`config.mk`:
```
export PLATFORM = sky130hd
export DESIGN_NAME = circle_mask_rasterizer
export DESIGN_NICKNAME = d
export VERILOG_FILES = /design/src/cmr_pkg.sv /design/src/circle_mask_rasterizer.sv
export VERILOG_INCLUDE_DIRS = /design/src /design/src/src
export SDC_FILE = /design/constraint.sdc
export NUM_CORES = 1
export LEC_CHECK = 0
export ABC_AREA = 1
export BUFFER_PORTS_ARGS = -buffer_cell sky130_fd_sc_hd__buf_2
export CORE_ASPECT_RATIO = 1.1
export CORE_MARGIN = 5
export CORE_UTILIZATION = 55
export CTS_CLUSTER_SIZE = 14
export DETAILED_ROUTE_END_ITERATION = 12
export PLACE_DENSITY_LB_ADDON = 0.1
export SLEW_MARGIN = 20
export SYNTH_ARGS = -nofsm -noshare
export SYNTH_HDL_FRONTEND = slang
export SYNTH_SLANG_ARGS = --single-unit
```
`constraint.sdc`:
```
create_clock -name clk_i -period 23.8 [get_ports clk_i]
set_input_delay 4.76 -clock clk_i [delete_from_list [all_inputs] [get_ports clk_i]]
set_output_delay 4.76 -clock clk_i [all_outputs]
set_load 0.01 [all_outputs]
```
`src/circle_mask_rasterizer_macros.svh`:
```
// Assertion macros for the circle mask rasteriser.
`ifndef CIRCLE_MASK_RASTERIZER_MACROS_SVH
`define CIRCLE_MASK_RASTERIZER_MACROS_SVH

`ifndef SYNTH
`define CMR_ASSERT(lbl, prop, msg) \
  lbl: assert property (@(posedge clk_i) disable iff (!rst_ni) (prop)) else $error(msg);
`define CMR_ASSERT_IMPL(lbl, ante, cons, msg) \
  lbl: assert property (@(posedge clk_i) disable iff (!rst_ni) (ante) |-> (cons)) \
    else $error(msg);
`else
`define CMR_ASSERT(lbl, prop, msg)
`define CMR_ASSERT_IMPL(lbl, ante, cons, msg)
`endif

`endif

```
`src/cmr_pkg.sv`:
```
// Types and constants of the circle mask rasteriser.
`timescale 1ns / 1ps

package cmr_pkg;

  localparam int unsigned RadW   = 7;
  localparam int unsigned CoordW = 8;
  localparam int unsigned AlphaW = 8;
  localparam int unsigned SqW    = 2 * RadW;
  localparam int unsigned D2W    = SqW + 1;

  localparam logic [RadW-1:0]   MAX_RADIUS   = 7'd96;
  localparam logic [AlphaW-1:0] ALPHA_OPAQUE = 8'd255;
  localparam logic [AlphaW-1:0] ALPHA_CLEAR  = 8'd0;

  // register index, paddr[3:2]
  localparam logic [1:0] REG_MASK_RADIUS   = 2'd0;
  localparam logic [1:0] REG_RING_MODE     = 2'd1;
  localparam logic [1:0] REG_QUADRANT_ONLY = 2'd2;

  typedef struct packed {
    logic              last_pixel;
    logic [AlphaW-1:0] alpha;
    logic [CoordW-1:0] row;
    logic [CoordW-1:0] column;
  } pix_t;

endpackage

```
`src/circle_mask_rasterizer.sv`:
```
// Disc, ring and corner alpha mask rasteriser, one pixel per item.
`timescale 1ns / 1ps
`include "circle_mask_rasterizer_macros.svh"

// channel   dir  payload
// s_axis    in   tdata[0] restart
// m_axis    out  tdata column,row,alpha; tlast last_pixel
// apb       in   mask_radius @0x0, ring_mode @0x4, quadrant_only @0x8
//
// One pixel per cycle while s_axis_tready is high: the scan position
// update, two 7x7 squares and the distance compare sit between the scan
// registers and the output register, which drives m_axis_tvalid. A
// two-entry output stage (register plus skid) keeps s_axis_tready high
// until the skid fills in a stall; s_axis_tready is registered.
// Reset: radius 1, filled, full square, scan at (0,0). No clearing pass.

module circle_mask_rasterizer
  import cmr_pkg::*;
(
  input  logic        clk_i,
  input  logic        rst_ni,
  input  logic        s_axis_tvalid,
  output logic        s_axis_tready,
  input  logic [7:0]  s_axis_tdata,   // [0] restart
  output logic        m_axis_tvalid,
  input  logic        m_axis_tready,
  output logic [23:0] m_axis_tdata,   // [7:0] column, [15:8] row, [23:16] alpha
  output logic        m_axis_tlast,
  input  logic        psel,
  input  logic        penable,
  input  logic        pwrite,
  input  logic [3:0]  paddr,
  input  logic [31:0] pwdata,
  output logic [31:0] prdata,
  output logic        pready
);

  logic [RadW-1:0]   radius_q, radius_d;
  logic [SqW-1:0]    rr_q, rr_d;
  logic [D2W-1:0]    rp1sq_q, rp1sq_d;
  logic              ring_q, quad_q;
  logic [CoordW-1:0] scan_col_q, scan_col_d, scan_row_q, scan_row_d;
  pix_t              out_q, skid_q, pix;
  logic              out_valid_q, skid_valid_q;

  logic              cfg_wr, in_acc, out_fire;
  logic [RadW-1:0]   wr_rad;
  logic [RadW:0]     rad_p1;
  logic [2*RadW+1:0] rad_p1_sq;
  logic [CoordW-1:0] side, side_m1;
  logic [CoordW-1:0] c0, r0, c1, r1, c2, r2;
  logic [CoordW:0]   dxs, dys, dxa, dya;
  logic [SqW-1:0]    sqx, sqy;
  logic [D2W-1:0]    d2;
  logic [D2W:0]      d2_plus;
  logic              opaque, last;

  // ---------------- configuration ----------------
  assign pready = 1'b1;
  assign cfg_wr = psel & penable & pwrite & pready;

  assign wr_rad    = (pwdata[RadW-1:0] > MAX_RADIUS) ? MAX_RADIUS : pwdata[RadW-1:0];
  assign rad_p1    = {1'b0, wr_rad} + {{RadW{1'b0}}, 1'b1};
  assign rad_p1_sq = {{(RadW+1){1'b0}}, rad_p1} * {{(RadW+1){1'b0}}, rad_p1};

  always_comb begin
    radius_d = radius_q;
    rr_d     = rr_q;
    rp1sq_d  = rp1sq_q;
    if (cfg_wr && paddr[3:2] == REG_MASK_RADIUS) begin
      radius_d = wr_rad;
      rr_d     = {{RadW{1'b0}}, wr_rad} * {{RadW{1'b0}}, wr_rad};
      rp1sq_d  = rad_p1_sq[D2W-1:0];
    end
  end

  always_ff @(posedge clk_i or negedge rst_ni) begin
    if (!rst_ni) begin
      radius_q <= 7'd1;
      rr_q     <= 14'd1;
      rp1sq_q  <= 15'd4;
      ring_q   <= 1'b0;
      quad_q   <= 1'b0;
    end else begin
      radius_q <= radius_d;
      rr_q     <= rr_d;
      rp1sq_q  <= rp1sq_d;
      if (cfg_wr && paddr[3:2] == REG_RING_MODE) begin
        ring_q <= pwdata[0];
      end
      if (cfg_wr && paddr[3:2] == REG_QUADRANT_ONLY) begin
        quad_q <= pwdata[0];
      end
    end
  end

  always_comb begin
    case (paddr[3:2])
      REG_MASK_RADIUS:   prdata = {25'd0, radius_q};
      REG_RING_MODE:     prdata = {31'd0, ring_q};
      REG_QUADRANT_ONLY: prdata = {31'd0, quad_q};
      default:           prdata = 32'd0;
    endcase
  end

  // ---------------- scan and pixel ----------------
  assign side_m1 = quad_q ? {1'b0, radius_q} : {radius_q, 1'b0};
  assign side    = side_m1 + 8'd1;

  always_comb begin
    c0 = s_axis_tdata[0] ? '0 : scan_col_q;
    r0 = s_axis_tdata[0] ? '0 : scan_row_q;
    if (c0 >= side) begin
      c1 = '0;
      r1 = r0 + 8'd1;
    end else begin
      c1 = c0;
      r1 = r0;
    end
    if (r1 >= side) begin
      c2 = '0;
      r2 = '0;
    end else begin
      c2 = c1;
      r2 = r1;
    end
  end

  assign last = (c2 == side_m1) && (r2 == side_m1);

  always_comb begin
    if (last) begin
      scan_col_d = '0;
      scan_row_d = '0;
    end else if (c2 == side_m1) begin
      scan_col_d = '0;
      scan_row_d = r2 + 8'd1;
    end else begin
      scan_col_d = c2 + 8'd1;
      scan_row_d = r2;
    end
  end

  // |col - r| and |row - r| serve both layouts
  assign dxs = {1'b0, c2} - {2'b0, radius_q};
  assign dys = {1'b0, r2} - {2'b0, radius_q};
  assign dxa = dxs[CoordW] ? (~dxs + 9'd1) : dxs;
  assign dya = dys[CoordW] ? (~dys + 9'd1) : dys;
  assign sqx = {{RadW{1'b0}}, dxa[RadW-1:0]} * {{RadW{1'b0}}, dxa[RadW-1:0]};
  assign sqy = {{RadW{1'b0}}, dya[RadW-1:0]} * {{RadW{1'b0}}, dya[RadW-1:0]};
  assign d2  = {1'b0, sqx} + {1'b0, sqy};
  assign d2_plus = {1'b0, d2} + {8'd0, radius_q, 1'b0};

  always_comb begin
    if (ring_q) begin
      opaque = (d2 <= rp1sq_q) && (d2_plus >= {2'b0, rr_q});
    end else begin
      opaque = d2 <= {1'b0, rr_q};
    end
  end

  assign pix.column     = c2;
  assign pix.row        = r2;
  assign pix.alpha      = opaque ? ALPHA_OPAQUE : ALPHA_CLEAR;
  assign pix.last_pixel = last;

  // ---------------- handshake ----------------
  assign s_axis_tready = ~skid_valid_q;
  assign in_acc        = s_axis_tvalid & s_axis_tready;
  assign out_fire      = out_valid_q & m_axis_tready;

  always_ff @(posedge clk_i or negedge rst_ni) begin
    if (!rst_ni) begin
      scan_col_q   <= '0;
      scan_row_q   <= '0;
      out_valid_q  <= 1'b0;
      skid_valid_q <= 1'b0;
    end else begin
      if (in_acc) begin
        scan_col_q <= scan_col_d;
        scan_row_q <= scan_row_d;
      end
      if (skid_valid_q) begin
        if (out_fire) begin
          skid_valid_q <= 1'b0;
        end
      end else if (in_acc) begin
        if (out_valid_q && !out_fire) begin
          skid_valid_q <= 1'b1;
        end else begin
          out_valid_q <= 1'b1;
        end
      end else if (out_fire) begin
        out_valid_q <= 1'b0;
      end
    end
  end

  always_ff @(posedge clk_i) begin
    if (skid_valid_q) begin
      if (out_fire) begin
        out_q <= skid_q;
      end
    end else if (in_acc) begin
      if (out_valid_q && !out_fire) begin
        skid_q <= pix;
      end else begin
        out_q <= pix;
      end
    end
  end

  assign m_axis_tvalid = out_valid_q;
  assign m_axis_tdata  = {out_q.alpha, out_q.row, out_q.column};
  assign m_axis_tlast  = out_q.last_pixel;

  // ---------------- checks ----------------
  `CMR_ASSERT_IMPL(a_skid_needs_out, skid_valid_q, out_valid_q, "skid full with output empty")
  `CMR_ASSERT_IMPL(a_out_in_square, out_valid_q,
                   (out_q.column < side) && (out_q.row < side), "pixel outside mask")
  `CMR_ASSERT_IMPL(a_last_corner, out_valid_q && out_q.last_pixel,
                   (out_q.column == side_m1) && (out_q.row == side_m1), "last pixel misplaced")
  `CMR_ASSERT(a_ready_follows_skid, s_axis_tready == !skid_valid_q, "ready out of step")

endmodule

```
==> flow_summary.toml, run 1 <==
[status]
status = "complete, no violations"

[synth]
synth_top_area_cell = "ha_1"
synth.top_cell.area_share = 0.1785
synth-main-ff-cell = "dfrtp_1"
synth_xor_area_frac = 0.06254
synthCells = 1591
ys_top_cells_by_area = "ha_1 18%, fa_1 15%, dfrtp_1 10%, inv_1 9.6%, nand2_1 9.0%"
muxShareOfSynthArea = 0.0009078
synth_top_family_by_area = "adder cells"
ys_seq_elements = 89
synth_cell_type_count = 55
synth_fa_ha_area_frac = 0.3319
synth_edf_count = 36
syn_area_sq_mm = 0.01240
seq_area_frac_synth = 0.1943
synth_compound_area_frac = 0.08443
synth-async-reset-ratio = 0.5955
syn_avg_cell_area_sq_um = 7.797
synth-simple-area-share = 0.1973
synth_warnings = 0

[critical_path]
crit_buf_inv = 9
path_max_fanout = 12
path_common_cell = "nand2_1"
crit_family = "adder cells"
worstPathArrival_ns = 17.52
endpoint_kind = "flip-flop"
slowest_stage = "xor2_1"
crit_required_ns = 23.90
start_kind = "input pin"
criticalPathCategory = "input pin to flip-flop"
critPathMaxStageDelay_ns = 0.58

[cts]
cts_tree = "done"
cts.clk_slew.worst_paths_ns = 0.07
cts_hold_buf = 0
cts_made_buffers = 9
clk_path_buf_depth = 2
cts_sinks = 89
cts_setup_buffers = 0
clock-root-buffer = "clkbuf_16"
insertion_delay_ns = 0.36
cts.htree.levels = 3
ctsResizeCount = 0

[sta]
finalCritPeriodShare = 0.7323
fmax_mhz = 57.38
fin_tns_setup_ns = 0
fin_skew_ns = 0.009248
rsz0062_at_grt = "false"
hold_viol = 0
maxSlewHeadroom = 0.3089
worst_pin_slew_ns = 1.033
slew_violations = 0
post-route-min-period_ns = 17.43
setup_viol = 0

[route]
vias = 9789
route.detailed.drc = 0
finalWirelength_um = 27570
drtIter0Drc = 439
first_pass_iters = 4
ant_nets = 0
wire_per_inst_um = 14.21
vias_per_cell = 5.046

[cells_and_area]
multi_input_area_sq_mm = 0.008543
layout-drive-gt1-share = 0.07660
fillers = 2058
areaGrowthSynthToFinish_pct = 6.233
nets = 1963
n_antenna_cell = 0
layout.area.seq_sq_mm = 0.002410

[global_route]
antenna_found_initial = 0
grt_pass1_wl_um = 45790
grt.overflow.total = 0
grt_util_all_layers = 0.2174
grt_max_degree = 54
grt_pass1_vias = 9759

[floorplan]
die-width_um = 153.2
start_util = 0.5593
die_h_um = 167.5
ios = 111
dieArea_sq_mm = 0.02566
rows = 57
core-area_sq_mm = 0.02218

[placement]
gp_congestion = 0.8974
hpwlAfterDp_um = 23080
numPortBuffers = 50

[worst_hold_path]
hold_class = "flip-flop to flip-flop"

[run]
cap_violations = 0
[per-stage QoR]
step | std cells | util | hold slack [ns] | instance area (sq um) | setup slack [ns]
4_1_cts | 1940 | 0.5941 | 0.4907 | 13180 | 6.390
3_3_place_gp | 1924 | 0.5796 | 0.4669 | 12860 | 6.252
3_5_place_dp | 1924 | 0.5796 | 0.4654 | 12860 | 6.097
2_1_floorplan | 1627 | - | 0.4488 | 12540 | 7.965
5_1_grt | 1940 | 0.5941 | 0.5093 | 13180 | 5.297
6_report | 1940 | 0.5941 | 0.4850 | 13180 | 6.372
[path summary, 6_finish.rpt]
| kind | slack (ns) | from | cells after the start | end |
|---|---|---|---|---|
| setup / recovery | 6.37 | s_axis_tdata[0] | 72 | m_axis_tdata[22] |
| hold / removal | 0.48 | rp1sq_q[12] | 2 | rp1sq_q[12] |
| setup reg to reg | 9.39 | radius_q[0] | 68 | m_axis_tdata[22] |
| hold reg to reg | 0.48 | rp1sq_q[12] | 2 | rp1sq_q[12] |
| max in group asynchronous | 18.78 | rst_ni | 2 | rp1sq_q[13] |
| min in group asynchronous | 4.51 | rst_ni | 2 | scan_row_q[7] |
[layout make-up]
cell class / count / area share
multi-input cells: 1153 / 0.6483
flip-flops and latches: 89 / 0.1829
inverters: 332 / 0.09457
well taps: 295 / 0.02801
repair buffers: 55 / 0.02184
clock buffers: 9 / 0.01709
clock inverters: 7 / 0.007311
[worst reg2reg max path, delay by kind of cell, from the launching register on]
family / cells / cell delay [ns]
xor+xnor: 4 / 1.62
buf+inv: 8 / 0.65
simple gates: 27 / 3.15
flops: 1 / 0.66
compound gates: 16 / 2.95
fa+ha+maj: 13 / 5.09
[cells in the final DEF (no fill, tap or decap), types with 50 or more instances in the layout]
cell type | Yosys | layout
a21oi_1 | 59 | 59
buf_2 | 1 | 50
dfrtp_1 | 51 | 51
fa_1 | 95 | 95
ha_1 | 177 | 177
inv_1 | 317 | 317
nand2_1 | 299 | 299
nor2_1 | 157 | 156
o21ai_0 | 71 | 71
xor2_1 | 64 | 64
[flip-flops by register name, summed over array words and instances (netlist names)]
register	cells
scan_row_q	8
m_axis_tvalid	1
ring_q	1
m_axis_tdata	17
skid_valid_q	1
rr_q	12
m_axis_tlast	1
skid_q	18
quad_q	1
rp1sq_q	14
radius_q	7
scan_col_q	8
[routing by layer]
layer	global-route usage	up-vias	wire (um)
met2	0.3890	143	13730
met5	0	-	0
li1	-	5022	-
met3	0.02504	54	853
met4	0.07633	0	845
met1	0.2715	4570	12140
[cells in the mapped netlist (3+ instances only)]
library cell and count:
clkinv_1 4, or2_2 6, o21ai_1 4, ha_1 177, nor2_4 3, a21o_1 4
o21bai_1 6, nor2_1 157, clkbuf_1 16, o31ai_1 5, nor3_1 10, buf_4 34
nand4_1 18, inv_1 317, o21ai_0 71, o22ai_1 10, nand3_2 3, a21oi_1 59
nand2_1 299, a31oi_1 6, nand3b_1 4, dfrtp_1 51, nor2_2 8, xnor2_1 19
fa_1 95, nand2_2 8, xor2_1 64, edfxtp_1 36, nand3_1 48, inv_2 11
a211oi_1 3
[cells by family (layout without fill, tap and decap cells)]
logic type | count (synthesis) | count (layout)
AND/OR/NAND/NOR | 573 | 573
buffers and inverters | 385 | 403
adder cells (fa/ha/maj) | 272 | 272
AO/OA/AOI/OAI | 183 | 183
flip-flops | 89 | 89
XOR/XNOR | 86 | 86
other | 2 | 38
multiplexers | 1 | 1
Power of run 1 is not shown: default switching activity piles up to over one toggle a cycle in this logic, so the estimate is an artifact.
==> run 2: changes to the inputs <==
==> constraint.sdc (replaced) <==
create_clock -name clk_i -period 15.78 [get_ports clk_i]
set_input_delay 3.156 -clock clk_i [delete_from_list [all_inputs] [get_ports clk_i]]
set_output_delay 3.156 -clock clk_i [all_outputs]
set_load 0.01 [all_outputs]
==> run 2 against run 1 <==
Count of clock-buffer cells in the layout did not move. First-iteration DRC count fell by 3.4%. Register-to-register slack got worse by 7.0 ns. Global-route usage rose by 0.31 points. Highest routed layer unchanged.
==> flow_summary.toml, run 2 (same netlist as run 1, synthesis figures left out) <==
[cells_and_area]
utilization = 0.6005
fillers = 2066
fin_cells = 1955
finalInstanceArea_sq_mm = 0.01332
regMostFlops = "skid_q"
mostFrequentLayoutCell = "inv_1"
n_antenna_cell = 0
nets = 1978
largest_register_ffs = 18
areaGrowthSynthToFinish_pct = 7.373
layout-drive-gt1-share = 0.09036
mostFrequentLayoutCells = "316 x inv_1, 298 x nand2_1, 177 x ha_1"

[critical_path]
endpoint_kind = "flip-flop"
critPathMaxStageDelay_ns = 0.57
path_max_fanout = 11
path_common_cell = "nand2_1"
start_kind = "input pin"
crit_required_ns = 15.87
criticalPathCategory = "input pin to flip-flop"
slowest_stage = "fa_1"
worstPathArrival_ns = 14.86

[cts]
clk_path_buf_depth = 2
cts_hold_buf = 0
cts.htree.levels = 3
cts.clk_slew.worst_paths_ns = 0.07
cts_made_buffers = 9
insertion_delay_ns = 0.36
clock-root-buffer = "clkbuf_16"
cts_tree = "done"
cts_sinks = 89

[sta]
maxSlewHeadroom = 0.3126
worst_pin_slew_ns = 1.027
slew_violations = 0
fin_skew_ns = 0.01339
fin_hold_ws_ns = 0.4834
fmax_mhz = 67.74
setup_viol = 0
finalCritPeriodShare = 0.9356
post-route-min-period_ns = 14.76
hold_viol = 0

[placement]
numPortBuffers = 50
dp_cells = 1938
gp_congestion = 0.9014
dpl_cell_area_sq_mm = 0.01296
hpwlAfterDp_um = 23310

[floorplan]
core-area_sq_mm = 0.02218
ios = 111
die-width_um = 153.2
rows = 57
start_util = 0.5593
dieArea_sq_mm = 0.02566
die_h_um = 167.5

[global_route]
grt_pass1_wl_um = 46710
grt_util_all_layers = 0.2205
grt.overflow.total = 0
grt_pass1_vias = 9995
grt_max_degree = 54
antenna_found_initial = 0

[route]
route.detailed.drc = 0
drtIter0Drc = 424
first_pass_iters = 5
vias_per_cell = 5.062
ant_nets = 0
finalWirelength_um = 27410
vias = 9896
wire_per_inst_um = 14.02

[status]
status = "complete, no violations"

[worst_hold_path]
hold_class = "flip-flop to flip-flop"

[run]
cap_violations = 0
==> run 2: changes by cell type in the layout (fill, tap and decap cells not counted), sizes merged <==
cell      before  now
clkinv         6    9
bufinv         1    0
clkinvlp       1    0
inv          331  330
buf           55   70
==> run 2: metrics by stage <==
stage	setup TNS, ns	worst slack [ns]
2_1_floorplan	0	1.549
3_3_place_gp	0	0.4750
3_5_place_dp	0	0.3147
4_1_cts	0	0.6374
5_1_grt	-0.006406	-0.006406
6_report	0	1.017
==> run 2: final cells by class <==
type / instances / area, sq um / area share
clock inverters: 7 / 76.32 / 0.005730
repair buffers: 70 / 400.4 / 0.03006
well taps: 295 / 369.1 / 0.02771
multi-input cells: 1153 / 8592 / 0.6451
inverters: 332 / 1246 / 0.09357
clock buffers: 9 / 225.2 / 0.01691
flip-flops and latches: 89 / 2410 / 0.1809
==> run 2: repair_timing <==
item                                    CTS  global route
resized for setup                         0            11
endpoints found under the setup margin    0             2
setup buffers                             0             1
==> run 2: path summary, 6_finish.rpt <==
kind	end	from	cells past startpoint	slack [ns]
max	m_axis_tdata[22]	s_axis_tdata[0]	74	1.02
min	rp1sq_q[12]	rp1sq_q[12]	2	0.48
max reg2reg	m_axis_tdata[22]	radius_q[0]	70	2.37
min reg2reg	rp1sq_q[12]	rp1sq_q[12]	2	0.48
max in group asynchronous	rp1sq_q[10]	rst_ni	2	12.38
min in group asynchronous	scan_row_q[4]	rst_ni	2	2.91
==> run 2: critical path, delay by kind of cell <==
family / cells / cell delay (ns)
buffers and inverters: 12 / 1.08
AO/OA/AOI/OAI: 14 / 2.01
XOR/XNOR: 4 / 0.75
adder cells (fa/ha/maj): 12 / 4.79
AND/OR/NAND/NOR: 32 / 3.03
==> run 2: per-layer routing <==
metal	GRT usage	wire length, um
met1	0.2723	11860
met2	0.3961	13750
met3	0.02788	877
met4	0.07788	917
met5	0	0
Power of run 2 is left out for the same reason.
==> run 3: changes to the inputs <==
--- a/config.mk
+++ b/config.mk
@@ -10,7 +10,7 @@
 export BUFFER_PORTS_ARGS = -buffer_cell sky130_fd_sc_hd__buf_2
 export CORE_ASPECT_RATIO = 1.1
 export CORE_MARGIN = 5
-export CORE_UTILIZATION = 55
+export CORE_UTILIZATION = 56
 export CTS_CLUSTER_SIZE = 14
 export DETAILED_ROUTE_END_ITERATION = 12
 export PLACE_DENSITY_LB_ADDON = 0.1
==> run 3 against run 2 <==
Maximum frequency fell by 0.26%. Count of clock-buffer cells in the layout increased by 1. Wire length decreased by 0.16%. First-iteration DRC count up 12%. Critical path type unchanged. Largest cell class unchanged.
==> flow_summary.toml, run 3 (same netlist as run 1, synthesis figures left out) <==
[placement]
dpl_cell_area_sq_mm = 0.01295
gp_congestion = 0.9204
numPortBuffers = 50
hpwlAfterDp_um = 23390

[critical_path]
rr_worst_depth = 71
critPathLaunch = "s_axis_tdata[0]"
cp-endpoint = "m_axis_tdata[22]"
reg2reg_slack_ns = 2.20
path_common_cell = "nand2_1"
path_depth = 75
crit_buf_inv = 13
path_max_fanout = 11
start_kind = "input pin"
r2r-end = "m_axis_tdata[22]"
slowest_stage = "fa_1"
critPathMaxStageDelay_ns = 0.57
endpoint_kind = "flip-flop"
r2r_start = "radius_q[0]"
worstPathArrival_ns = 14.90
crit_required_ns = 15.88
crit_family = "adder cells"
criticalPathCategory = "input pin to flip-flop"

[sta]
post-route-min-period_ns = 14.80
setup_viol = 0
slew_violations = 0
fin_skew_ns = 0.01045
fin_tns_setup_ns = 0
hold_viol = 0
fmax_mhz = 67.56
worst_pin_slew_ns = 0.8198
finalCritPeriodShare = 0.9380
maxSlewHeadroom = 0.4514

[global_route]
grt_pass1_wl_um = 46350
antenna_found_initial = 0
grt_max_degree = 54
grt_util_all_layers = 0.2206
grt.overflow.total = 0
grt_pass1_vias = 9761

[cells_and_area]
n_antenna_cell = 0
finalInstanceArea_sq_mm = 0.01330
fillers = 2062
layout.area.seq_sq_mm = 0.002410
largest_register_ffs = 18
multi_input_area_sq_mm = 0.008573
regMostFlops = "skid_q"
nets = 1975
mostFrequentLayoutCell = "inv_1"
layout-drive-gt1-share = 0.08630
mostFrequentLayoutCells = "316 x inv_1, 299 x nand2_1, 177 x ha_1"
areaGrowthSynthToFinish_pct = 7.182

[route]
route.detailed.drc = 0
finalWirelength_um = 27360
vias_per_cell = 5.068
vias = 9892
first_pass_iters = 5
wire_per_inst_um = 14.02
drtIter0Drc = 474
ant_nets = 0

[floorplan]
dieArea_sq_mm = 0.02523
ios = 111
core-area_sq_mm = 0.02197
start_util = 0.5647
rows = 57
die-width_um = 151.9
die_h_um = 166.1

[cts]
insertion_delay_ns = 0.36
cts_made_buffers = 9
clk_path_buf_depth = 2
ctsResizeCount = 0
cts_setup_buffers = 0
cts.htree.levels = 3
cts_hold_buf = 0
cts_tree = "done"
cts_sinks = 89
clock-root-buffer = "clkbuf_16"
cts.clk_slew.worst_paths_ns = 0.07

[status]
status = "complete, no violations"

[worst_hold_path]
hold_class = "flip-flop to flip-flop"

[run]
cap_violations = 0
==> run 3: worst min-delay path by stage <==
stage               depth (start not counted)  slack, ns          start             to
detailed placement                          2       0.47  scan_row_q[1]  scan_row_q[1]
global placement                            2       0.47    rp1sq_q[12]    rp1sq_q[12]
global route                                2       0.51    rp1sq_q[10]    rp1sq_q[10]
finish                                      2       0.49    rp1sq_q[14]    rp1sq_q[14]
CTS                                         2       0.49     rp1sq_q[6]     rp1sq_q[6]
floorplan                                   2       0.45  scan_row_q[1]  scan_row_q[1]
==> run 3: per-stage QoR <==
stage	instances	util	setup WS (ns)	hold slack [ns]
2_1_floorplan	1627	-	1.549	0.4488
3_3_place_gp	1936	0.5894	0.5475	0.4676
3_5_place_dp	1936	0.5894	0.5018	0.4691
4_1_cts	1952	0.6039	0.7877	0.4914
5_1_grt	1952	0.6053	-0.002045	0.5092
6_report	1952	0.6053	0.9785	0.4867
==> run 3: layout make-up <==
| cell class | instances | share of cell area |
|---|---|---|
| Clock buffer | 10 | 0.01882 |
| Clock inverter | 6 | 0.005176 |
| Inverter | 332 | 0.09373 |
| Multi-Input combinational cell | 1153 | 0.6448 |
| Sequential cell | 89 | 0.1813 |
| Tap cell | 295 | 0.02776 |
| Timing Repair Buffer | 67 | 0.02842 |
==> run 3: layer usage <==
layer,vias to the layer above,track usage,part of all wire
li1,5038,-,-
met1,4627,0.2768,0.42
met2,193,0.3985,0.51
met3,34,0.02554,0.039
met4,0,0.06724,0.028
met5,-,0,0
==> run 3: worst min-delay path, delay by kind of cell, from the launching register on <==
family / cells / cell delay, ns
AND/OR/NAND/NOR: 1 / 0.05
AO/OA/AOI/OAI: 1 / 0.06
flip-flops: 1 / 0.34
Power of run 3 is left out for the same reason.
